[config.mk]
export PLATFORM = sky130hd
export DESIGN_NAME = utf8_display_text_filter
export DESIGN_NICKNAME = d
export VERILOG_FILES = /design/src/rtl/utfdf_pkg.sv /design/src/rtl/utfdf_front.sv /design/src/rtl/utfdf_queue.sv /design/src/rtl/utfdf_back.sv /design/src/rtl/utf8_display_text_filter.sv
export SDC_FILE = /design/constraint.sdc
export NUM_CORES = 1
export LEC_CHECK = 0
export BUFFER_PORTS_ARGS = -buffer_cell sky130_fd_sc_hd__buf_4
export CAP_MARGIN = 40
export CORE_MARGIN = 2
export CORE_UTILIZATION = 55
export CTS_BUF_LIST = sky130_fd_sc_hd__clkbuf_8
export CTS_CLUSTER_SIZE = 12
export DETAILED_ROUTE_END_ITERATION = 8
export GPL_TIMING_DRIVEN = 0
export HOLD_SLACK_MARGIN = 0.02
export MAX_ROUTING_LAYER = met4
export PLACE_DENSITY = 0.85
export SLEW_MARGIN = 20
export SYNTH_ARGS = -nofsm -noshare
export SYNTH_HDL_FRONTEND = slang
export SYNTH_SLANG_ARGS = --single-unit
[constraint.sdc]
create_clock -name clk -period 6.5 [get_ports clk]
set_input_delay 1.3 -clock clk [delete_from_list [all_inputs] [get_ports clk]]
set_output_delay 1.3 -clock clk [all_outputs]
set_load 0.01 [all_outputs]
[src/rtl/utfdf_pkg.sv]
`timescale 1ns / 1ps
package utfdf_pkg;

  // Register indexes on the configuration port
  localparam logic CFG_MAX_OUT = 1'b0;
  localparam logic CFG_MAX_IN  = 1'b1;

  localparam logic [7:0] MAX_OUT_RESET = 8'd159;
  localparam logic [7:0] MAX_IN_RESET  = 8'd191;

  // Terminator status codes
  localparam logic [1:0] ST_OK        = 2'd0;
  localparam logic [1:0] ST_EMPTY_IN  = 2'd1;
  localparam logic [1:0] ST_EMPTY_OUT = 2'd2;

  localparam int QUEUE_DEPTH = 4;
  localparam int QPTR_W      = $clog2(QUEUE_DEPTH);

  // One accepted request as seen by the back end: up to three encoded
  // bytes and an optional terminator
  typedef struct packed {
    logic [7:0] b0;
    logic [7:0] b1;
    logic [7:0] b2;
    logic [1:0] nbytes;
    logic       term;
    logic [1:0] status;
    logic [7:0] base;
  } rec_t;

  // Quote and markdown code points
  function automatic logic cp_removed(input logic [20:0] cp);
    return cp == 21'h22 || cp == 21'h60 || cp == 21'h2A || cp == 21'h23 ||
           cp == 21'h2018 || cp == 21'h2019 || cp == 21'h201C ||
           cp == 21'h201D || (cp >= 21'h300C && cp <= 21'h300F);
  endfunction

  // Newline, printable ASCII, kana, CJK and three punctuation marks
  function automatic logic cp_kept(input logic [20:0] cp);
    return cp == 21'h0A ||
           (cp >= 21'h20 && cp <= 21'h7E) ||
           (cp >= 21'h3040 && cp <= 21'h30FF) ||
           (cp >= 21'h4E00 && cp <= 21'h9FFF) ||
           cp == 21'h3001 || cp == 21'h3002 || cp == 21'h30FC;
  endfunction

endpackage

[src/rtl/utfdf_front.sv]
`timescale 1ns / 1ps
module utfdf_front import utfdf_pkg::*; (
  input  logic       clk,
  input  logic       rst,
  input  logic       cfg_we,
  input  logic       cfg_index,
  input  logic [7:0] cfg_data,
  input  logic       accept,
  input  logic [7:0] in_byte,
  input  logic       in_last,
  output logic       push,
  output rec_t       rec
);

  logic [7:0]  max_out;
  logic [7:0]  max_in;
  logic [1:0]  pend, pend_next;
  logic [20:0] part, part_next;
  logic [7:0]  in_cnt, in_cnt_next;
  logic [7:0]  out_cnt, out_cnt_next;
  logic        full, full_next;
  logic        ended, ended_next;

  logic        take;
  logic        cont;
  logic [20:0] part_app;
  logic [20:0] cp, cp_f;
  logic        cp_valid;
  logic        emit_ok;
  logic [1:0]  n;
  logic [7:0]  e0, e1, e2;
  logic        fits;
  logic [1:0]  nbytes;
  logic [1:0]  status;

  assign take     = !ended && (in_cnt < max_in);
  assign cont     = in_byte[7:6] == 2'b10;
  assign part_app = {part[14:0], in_byte[5:0]};

  // Decode one byte and advance the sequence state
  always_comb begin
    pend_next   = pend;
    part_next   = part;
    in_cnt_next = in_cnt;
    ended_next  = ended;
    cp          = '0;
    cp_valid    = 1'b0;
    if (take) begin
      if (in_byte == 8'h00) begin
        ended_next = 1'b1;
        pend_next  = '0;
        part_next  = '0;
      end else begin
        in_cnt_next = in_cnt + 8'd1;
        if (pend != 2'd0 && cont) begin
          pend_next = pend - 2'd1;
          if (pend == 2'd1) begin
            cp        = part_app;
            cp_valid  = 1'b1;
            part_next = '0;
          end else begin
            part_next = part_app;
          end
        end else begin
          // drop any broken sequence and retry this byte as a lead
          pend_next = '0;
          part_next = '0;
          if (!in_byte[7]) begin
            cp       = {13'd0, in_byte};
            cp_valid = 1'b1;
          end else if (in_byte[7:5] == 3'b110) begin
            part_next = {16'd0, in_byte[4:0]};
            pend_next = 2'd1;
          end else if (in_byte[7:4] == 4'b1110) begin
            part_next = {17'd0, in_byte[3:0]};
            pend_next = 2'd2;
          end else if (in_byte[7:3] == 5'b11110) begin
            part_next = {18'd0, in_byte[2:0]};
            pend_next = 2'd3;
          end
        end
      end
    end
  end

  // Filter and re-encode the code point
  always_comb begin
    cp_f    = (cp == 21'h09) ? 21'h20 : cp;
    emit_ok = cp_valid && !cp_removed(cp) && cp_kept(cp_f) && !full;
    if (cp_f < 21'h80) begin
      n  = 2'd1;
      e0 = cp_f[7:0];
      e1 = '0;
      e2 = '0;
    end else if (cp_f < 21'h800) begin
      n  = 2'd2;
      e0 = {3'b110, cp_f[10:6]};
      e1 = {2'b10, cp_f[5:0]};
      e2 = '0;
    end else begin
      n  = 2'd3;
      e0 = {4'b1110, cp_f[15:12]};
      e1 = {2'b10, cp_f[11:6]};
      e2 = {2'b10, cp_f[5:0]};
    end
    fits = ({1'b0, out_cnt} + {7'd0, n}) <= {1'b0, max_out};
  end

  // Count output bytes, mark the output full, build the status
  always_comb begin
    out_cnt_next = out_cnt;
    full_next    = full;
    nbytes       = '0;
    if (emit_ok) begin
      if (fits) begin
        out_cnt_next = out_cnt + {6'd0, n};
        nbytes       = n;
      end else begin
        full_next = 1'b1;
      end
    end
    if (in_cnt_next == 8'd0) begin
      status = ST_EMPTY_IN;
    end else if (out_cnt_next == 8'd0) begin
      status = ST_EMPTY_OUT;
    end else begin
      status = ST_OK;
    end
  end

  always_comb begin
    rec.b0     = e0;
    rec.b1     = e1;
    rec.b2     = e2;
    rec.nbytes = nbytes;
    rec.term   = in_last;
    rec.status = status;
    rec.base   = out_cnt;
  end

  assign push = accept && (nbytes != 2'd0 || in_last);

  // Hold configuration registers
  always_ff @(posedge clk) begin
    if (rst) begin
      max_out <= MAX_OUT_RESET;
      max_in  <= MAX_IN_RESET;
    end else if (cfg_we) begin
      case (cfg_index)
        CFG_MAX_OUT: max_out <= cfg_data;
        CFG_MAX_IN:  max_in  <= cfg_data;
        default:     max_out <= max_out;
      endcase
    end
  end

  // Advance message state; clear it after the final byte
  always_ff @(posedge clk) begin
    if (rst) begin
      pend    <= '0;
      part    <= '0;
      in_cnt  <= '0;
      out_cnt <= '0;
      full    <= 1'b0;
      ended   <= 1'b0;
    end else if (accept) begin
      if (in_last) begin
        pend    <= '0;
        part    <= '0;
        in_cnt  <= '0;
        out_cnt <= '0;
        full    <= 1'b0;
        ended   <= 1'b0;
      end else begin
        pend    <= pend_next;
        part    <= part_next;
        in_cnt  <= in_cnt_next;
        out_cnt <= out_cnt_next;
        full    <= full_next;
        ended   <= ended_next;
      end
    end
  end

  a_ended_no_pend: assert property (@(posedge clk) disable iff (rst)
    ended |-> pend == 2'd0)
    else $error("sequence pending after end of text");

endmodule

[src/rtl/utfdf_queue.sv]
`timescale 1ns / 1ps
module utfdf_queue import utfdf_pkg::*; (
  input  logic clk,
  input  logic rst,
  input  logic push,
  input  rec_t push_rec,
  input  logic pop,
  output rec_t head,
  output logic not_empty,
  output logic not_full
);

  rec_t              entries [QUEUE_DEPTH];
  logic [QPTR_W-1:0] wr_ptr;
  logic [QPTR_W-1:0] rd_ptr;
  logic [QPTR_W:0]   count;

  assign head      = entries[rd_ptr];
  assign not_empty = count != '0;
  assign not_full  = count != (QPTR_W + 1)'(QUEUE_DEPTH);

  // Store requests
  always_ff @(posedge clk) begin
    if (push) begin
      entries[wr_ptr] <= push_rec;
    end
  end

  // Advance pointers and occupancy
  always_ff @(posedge clk) begin
    if (rst) begin
      wr_ptr <= '0;
      rd_ptr <= '0;
      count  <= '0;
    end else begin
      if (push) begin
        wr_ptr <= wr_ptr + QPTR_W'(1);
      end
      if (pop) begin
        rd_ptr <= rd_ptr + QPTR_W'(1);
      end
      if (push && !pop) begin
        count <= count + (QPTR_W + 1)'(1);
      end else if (pop && !push) begin
        count <= count - (QPTR_W + 1)'(1);
      end
    end
  end

  a_no_overflow: assert property (@(posedge clk) disable iff (rst)
    !(push && !not_full))
    else $error("queue written while full");

  a_no_underflow: assert property (@(posedge clk) disable iff (rst)
    !(pop && !not_empty))
    else $error("queue read while empty");

endmodule

[src/rtl/utfdf_back.sv]
`timescale 1ns / 1ps
module utfdf_back import utfdf_pkg::*; (
  input  logic        clk,
  input  logic        rst,
  input  rec_t        head,
  input  logic        head_valid,
  output logic        pop,
  output logic        m_tvalid,
  input  logic        m_tready,
  output logic [23:0] m_tdata,
  output logic        m_tlast
);

  rec_t       cur;
  logic       cur_valid;
  logic [1:0] idx;
  logic [2:0] total;
  logic       last_of_rec;
  logic       fire;
  logic       is_term;
  logic [7:0] byte_sel;
  logic [7:0] cnt;
  logic [1:0] status;

  assign total       = {1'b0, cur.nbytes} + {2'd0, cur.term};
  assign last_of_rec = ({1'b0, idx} + 3'd1) == total;
  assign fire        = cur_valid && m_tready;
  assign pop         = head_valid && (!cur_valid || (fire && last_of_rec));

  // Pick the result for the current index
  always_comb begin
    is_term = idx == cur.nbytes;
    case (idx)
      2'd0:    byte_sel = cur.b0;
      2'd1:    byte_sel = cur.b1;
      2'd2:    byte_sel = cur.b2;
      default: byte_sel = 8'h00;
    endcase
    if (is_term) begin
      byte_sel = 8'h00;
      cnt      = cur.base + {6'd0, cur.nbytes};
      status   = cur.status;
    end else begin
      cnt    = cur.base + {6'd0, idx} + 8'd1;
      status = ST_OK;
    end
  end

  assign m_tvalid = cur_valid;
  assign m_tlast  = is_term;
  assign m_tdata  = {6'd0, cnt, status, byte_sel};

  // Load the next request or step through the current one
  always_ff @(posedge clk) begin
    if (rst) begin
      cur_valid <= 1'b0;
      idx       <= '0;
    end else if (pop) begin
      cur_valid <= 1'b1;
      idx       <= '0;
    end else if (fire) begin
      if (last_of_rec) begin
        cur_valid <= 1'b0;
      end else begin
        idx <= idx + 2'd1;
      end
    end
  end

  always_ff @(posedge clk) begin
    if (pop) begin
      cur <= head;
    end
  end

  a_rec_nonempty: assert property (@(posedge clk) disable iff (rst)
    cur_valid |-> total != 3'd0)
    else $error("empty request loaded");

  a_idx_in_range: assert property (@(posedge clk) disable iff (rst)
    cur_valid |-> {1'b0, idx} < total)
    else $error("result index past end of request");

endmodule

[src/rtl/utf8_display_text_filter.sv]
`timescale 1ns / 1ps
// UTF-8 display text filter.
// Input stream (s_*): one text byte per request, s_tlast on the final byte
// of a message. Output stream (m_*): one result per kept UTF-8 byte, then
// a terminator (m_tlast high, byte zero) carrying the message status.
// Configuration: cfg_we writes cfg_data into register cfg_index
// (0 max_output_bytes, 1 max_input_bytes); write only while idle.
// Throughput: one input byte per cycle and one result per cycle while
// m_tready is high. A byte may expand to three results plus a terminator;
// the four-entry queue between decoder and serializer absorbs these
// bursts, and s_tready drops only while that queue is full.
// Path: the results of a byte are registered by the queue write and then
// by the serializer load before they appear on m_*.
// Reset (rst, synchronous): limits return to 159 output and 191 input
// bytes, message state and queue are cleared.
// When m_tready is low, results hold on m_* and input keeps flowing until
// the queue fills.
module utf8_display_text_filter import utfdf_pkg::*; (
  input  logic        clk,
  input  logic        rst,
  input  logic        s_tvalid,
  output logic        s_tready,
  input  logic [7:0]  s_tdata,   // [7:0] in_byte
  input  logic        s_tlast,
  output logic        m_tvalid,
  input  logic        m_tready,
  output logic [23:0] m_tdata,   // [7:0] out_byte, [9:8] status, [17:10] byte_count
  output logic        m_tlast,
  input  logic        cfg_we,
  input  logic        cfg_index,
  input  logic [7:0]  cfg_data
);

  logic accept;
  logic push;
  rec_t push_rec;
  logic pop;
  rec_t head;
  logic not_empty;
  logic not_full;

  assign s_tready = not_full;
  assign accept   = s_tvalid && not_full;

  utfdf_front u_front (
    .clk       (clk),
    .rst       (rst),
    .cfg_we    (cfg_we),
    .cfg_index (cfg_index),
    .cfg_data  (cfg_data),
    .accept    (accept),
    .in_byte   (s_tdata),
    .in_last   (s_tlast),
    .push      (push),
    .rec       (push_rec)
  );

  utfdf_queue u_queue (
    .clk       (clk),
    .rst       (rst),
    .push      (push),
    .push_rec  (push_rec),
    .pop       (pop),
    .head      (head),
    .not_empty (not_empty),
    .not_full  (not_full)
  );

  utfdf_back u_back (
    .clk        (clk),
    .rst        (rst),
    .head       (head),
    .head_valid (not_empty),
    .pop        (pop),
    .m_tvalid   (m_tvalid),
    .m_tready   (m_tready),
    .m_tdata    (m_tdata),
    .m_tlast    (m_tlast)
  );

endmodule
==> implementation parameters <==
Parameter                              Value

Timing
  Number of pins exceeding their max-slew limit in the final report    0
  Worst-Margin Slew    roughly 830 ps
  Achievable clock frequency    162 MHz
  Final count of hold timing violations    0
  Clk_skew    between 30 and 40 ps
  Total negative slack for setup checks    0 ps
  Final clock period utilization by the worst path    between 90% and 100%
  Unrepaired setup endpoints after global routing    no
  Tightest slew margin relative to the limit    44.9%
  Shortest clock period the worst path allows after layout    between 6000 and 7000 ps
  Final count of negative-setup-slack endpoints    0

Detailed routing
  Total DRC errors in the routed layout    0
  Vias after detailed routing    7757
  Total routed wirelength    roughly 25 mm
  Vias per cell    about 6.0
  Routed Antenna Nets    0
  Detailed Routing Iterations Pass 1    6
  Post-DR wirelength/cell    19.7 um
  Starting DRC count in detailed routing    about 750

Logic synthesis
  Post-synthesis instance area    11000 um^2
  Leading cell types by total area after synthesis    sky130_fd_sc_hd__edfxtp_1 (48%), sky130_fd_sc_hd__dfxtp_1 (11%), sky130_fd_sc_hd__mux4_2 (7.2%), sky130_fd_sc_hd__ha_1 (4.0%), sky130_fd_sc_hd__nand2_1 (2.5%)
  EDFF count, synth    175
  Proportion of synthesized flip-flops having asynchronous set or reset    0%
  Fraction of post-synthesis cell area in the top cell type by area    47.7%
  Library cell occupying the most area in the post-synthesis netlist    sky130_fd_sc_hd__edfxtp_1
  Leading register cell type out of synthesis    sky130_fd_sc_hd__edfxtp_1
  Mean instance size in the synthesized netlist    12.3 um^2
  Synth unique cells    74
  Yosys warning total    0
  Count of state elements after synthesis    between 200 and 250
  Cells after synthesis    a little under 900
  Fraction of the yosys area taken by sequential cells    around 59%

Final layout
  Diodes inserted    0
  Ratio of cells with drive above 1 in the final layout    about a fifth
  Layout Nets    ~1100
  Final standard cell utilization of the core    between 60% and 70%
  Synth-to-Final Area Change    15.9%

Worst hold path
  Worst min-delay path class    flip-flop to flip-flop
  Startpoint of the tightest hold check path    u_front.part[11]
  Number of cells on the worst hold path    2
  Hold Path End    u_front.part[11]

Clocking
  Htree depth    2
  Clock Tree Root    sky130_fd_sc_hd__clkbuf_8
  Clk Latency, worst-skew pair    around 560 ps
  Worst-path clk slew    50 ps
  Maximum root-to-sink buffer count    3
  Number of buffers created by CTS    39
  TritonCTS clock tree    built
  Sinks on Clock Net    236

Worst setup path
  Endpoint of the most critical register-to-register path    u_queue.count[2]
  Classification of the worst setup path    primary input to flip-flop
  Number of cells on the worst reg-to-reg path    27
  CP Launch Type    primary input
  Critical path data required time    about 7000 ps
  WP data arrival    between 6000 and 7000 ps
  Startpoint of the most critical register-to-register path    u_front.part[10]
  Minimum setup slack among reg-to-reg paths    about 380 ps
  CP max FO    10
  Crit. End Element    flip-flop

Placement
  Detailed Place HPWL    17.7 mm
  Port bufs    38
  GP Congestion    0.962

Die
  Height of the die    145 um
  Area of the core    19500 um^2
  Effective utilization at floorplan    a little under three fifths
  Ports    50
  Area of the die    between 20000 and 25000 um^2
  Row Count    just over 50
  Die extent in x    ~150 um

GRT
  Number of antenna violations at the first check in global routing    0
  Remaining global-route overflow    0
  Global-route wire length before repair    roughly 40 mm
  Overall global routing resource usage    about 25%
  Maximum number of pins on one net before global-route repair    29
  Via count of the first global-routing pass    between 7000 and 8000

Run
  Max-capacitance violation count    0

Power
  Ratio of total power to cell area    between 300 and 400 nW/um^2
  Peak supply drop    roughly 0.18 mV
  Static power due to leakage    4.62 nW

Status
  Result of the run    finished clean
-- cell families (layout without fill, tap and decap cells) --
| group | Yosys count | in the layout | synth area share, % |
|---|---|---|---|
| AO/OA/AOI/OAI | 165 | 165 | 10.0 |
| XOR/XNOR | 26 | 26 | 2.07 |
| adder cells (fa/ha/maj) | 39 | 39 | 4.71 |
| buffers and inverters | 98 | 222 | 3.59 |
| flip-flops | 236 | 236 | 58.8 |
| multiplexers | 41 | 41 | 7.72 |
| other | 1 | 6 | 0.0341 |
| AND/OR/NAND/NOR | 286 | 286 | 13.0 |
-- power by group --
part / internal [W] / total [W] / switching [W] / leakage (nW)
logic: 0.000518 / 0.00111 / 0.000595 / 2.05
registers: 0.00187 / 0.00197 / 0.0000989 / 2.12
clock network: 0.000699 / 0.00129 / 0.000588 / 0.447
-- worst max-delay path by stage --
| stage | start | endpoint | slack, ps | cells after the start |
|---|---|---|---|---|
| 6_report | s_tdata[2] | u_queue.count[2] | 310 | 28 |
| 5_1_grt | u_front.max_in[7] | u_queue.count[2] | 6 | 30 |
| 4_1_cts | s_tdata[2] | u_queue.count[2] | 10 | 27 |
| 3_5_place_dp | s_tdata[7] | u_queue.count[2] | -1070 | 27 |
| 3_3_place_gp | s_tdata[7] | u_queue.count[2] | -980 | 27 |
| 2_1_floorplan | s_tdata[5] | u_queue.count[2] | 60 | 28 |
-- registers in the layout, summed over array words and instances (netlist names), 3 cells and up --
signal / cells
u_queue.entries: 140
u_back.cur: 35
u_front.part: 15
u_front.in_cnt: 8
u_front.max_in: 8
u_front.max_out: 8
u_front.out_cnt: 8
u_queue.count: 3
-- routing by layer --
layer | wire, um | up-vias | track usage (%)
met1 | 10500 | 3750 | 32.4
met2 | 12200 | 362 | 38.9
met3 | 1960 | 63 | 4.55
met4 | 768 | 0 | 8.58
met5 | 0 | - | -
li1 | - | 3582 | -
-- final cells by class --
cell class | count | area (um^2)
fillers | 1447 | 6770
clock inverters | 25 | 139
multi-input cells | 563 | 4270
well taps | 265 | 332
flip-flops and latches | 236 | 6480
plain buffers | 52 | 228
inverters | 44 | 168
clock buffers | 47 | 647
repair buffers | 54 | 502
-- placed cells by master, fill, tap and decap left out, types with 42 or more instances in the layout --
master | netlist | final
sky130_fd_sc_hd__inv_1 | 43 | 53
sky130_fd_sc_hd__buf_4 | 7 | 50
sky130_fd_sc_hd__nand2_1 | 72 | 70
sky130_fd_sc_hd__nand3_1 | 43 | 42
sky130_fd_sc_hd__edfxtp_1 | 175 | 175
sky130_fd_sc_hd__dfxtp_1 | 61 | 60
sky130_fd_sc_hd__a21oi_1 | 49 | 48
sky130_fd_sc_hd__nor2_1 | 69 | 65
sky130_fd_sc_hd__clkbuf_8 | 0 | 47
-- timing repair --
| action | CTS | global route |
|---|---|---|
| setup buffers | 2 | 3 |
| resized for setup | 12 | 17 |
| pin swaps | 2 | 3 |
| hold buffers | 0 | 0 |
| endpoints found under the setup margin | 141 | 96 |
-- critical path, stage by stage --
cell	delay [ps]
sky130_fd_sc_hd__buf_2	180
sky130_fd_sc_hd__nor4_4	350
sky130_fd_sc_hd__nand2_2	110
sky130_fd_sc_hd__a21o_2	240
sky130_fd_sc_hd__o21ai_2	190
sky130_fd_sc_hd__inv_2	120
sky130_fd_sc_hd__nor2_2	170
sky130_fd_sc_hd__inv_1	130
sky130_fd_sc_hd__ha_1	230
sky130_fd_sc_hd__fa_2	380
sky130_fd_sc_hd__nand3_2	130
sky130_fd_sc_hd__or2_2	180
sky130_fd_sc_hd__xnor2_1	110
sky130_fd_sc_hd__ha_1	320
sky130_fd_sc_hd__nand4_1	70
sky130_fd_sc_hd__or2_2	290
sky130_fd_sc_hd__a21oi_1	160
sky130_fd_sc_hd__and2_4	200
sky130_fd_sc_hd__nand2_1	150
sky130_fd_sc_hd__inv_4	110
sky130_fd_sc_hd__o21a_1	110
sky130_fd_sc_hd__buf_4	170
sky130_fd_sc_hd__ha_1	190
sky130_fd_sc_hd__inv_1	60
sky130_fd_sc_hd__fa_1	370
sky130_fd_sc_hd__xor2_1	170
sky130_fd_sc_hd__or3_1	310
sky130_fd_sc_hd__a21oi_1	140
-- through the flow --
stage | instances | hold slack (ps) | instance area, um^2 | setup WS, ps | total power, W
3_3_place_gp | 1200 | 446 | 11700 | -978 | 0.00300
6_report | 1286 | 469 | 12800 | 309 | 0.00437
2_1_floorplan | 897 | 433 | 11100 | 61.6 | 0.00266
5_1_grt | 1286 | 502 | 12800 | 5.59 | 0.00458
4_1_cts | 1281 | 471 | 12700 | 14.8 | 0.00438
3_5_place_dp | 1209 | 459 | 11800 | -1070 | 0.00310
-- cell usage after synthesis, types with 5 or more instances --
cell,n
sky130_fd_sc_hd__edfxtp_1,175
sky130_fd_sc_hd__a222oi_1,7
sky130_fd_sc_hd__o31ai_1,6
sky130_fd_sc_hd__or3_1,7
sky130_fd_sc_hd__nor4_1,11
sky130_fd_sc_hd__xor2_1,12
sky130_fd_sc_hd__nor3_1,18
sky130_fd_sc_hd__xnor2_1,14
sky130_fd_sc_hd__nand4_1,13
sky130_fd_sc_hd__buf_4,7
sky130_fd_sc_hd__o22ai_1,7
sky130_fd_sc_hd__dfxtp_1,61
sky130_fd_sc_hd__ha_1,35
sky130_fd_sc_hd__o211ai_1,7
sky130_fd_sc_hd__inv_1,43
sky130_fd_sc_hd__or4_1,5
sky130_fd_sc_hd__mux4_2,35
sky130_fd_sc_hd__nor2_1,69
sky130_fd_sc_hd__and2_1,10
sky130_fd_sc_hd__o21ai_0,27
sky130_fd_sc_hd__nand2_1,72
sky130_fd_sc_hd__a21oi_1,49
sky130_fd_sc_hd__mux2i_1,5
sky130_fd_sc_hd__nor2b_1,7
sky130_fd_sc_hd__and3_1,5
sky130_fd_sc_hd__a31oi_1,11
sky130_fd_sc_hd__buf_1,7
sky130_fd_sc_hd__o21a_1,7
sky130_fd_sc_hd__nand3_1,43
sky130_fd_sc_hd__clkbuf_1,39
Note: power is estimated with default switching activity, not from simulation.
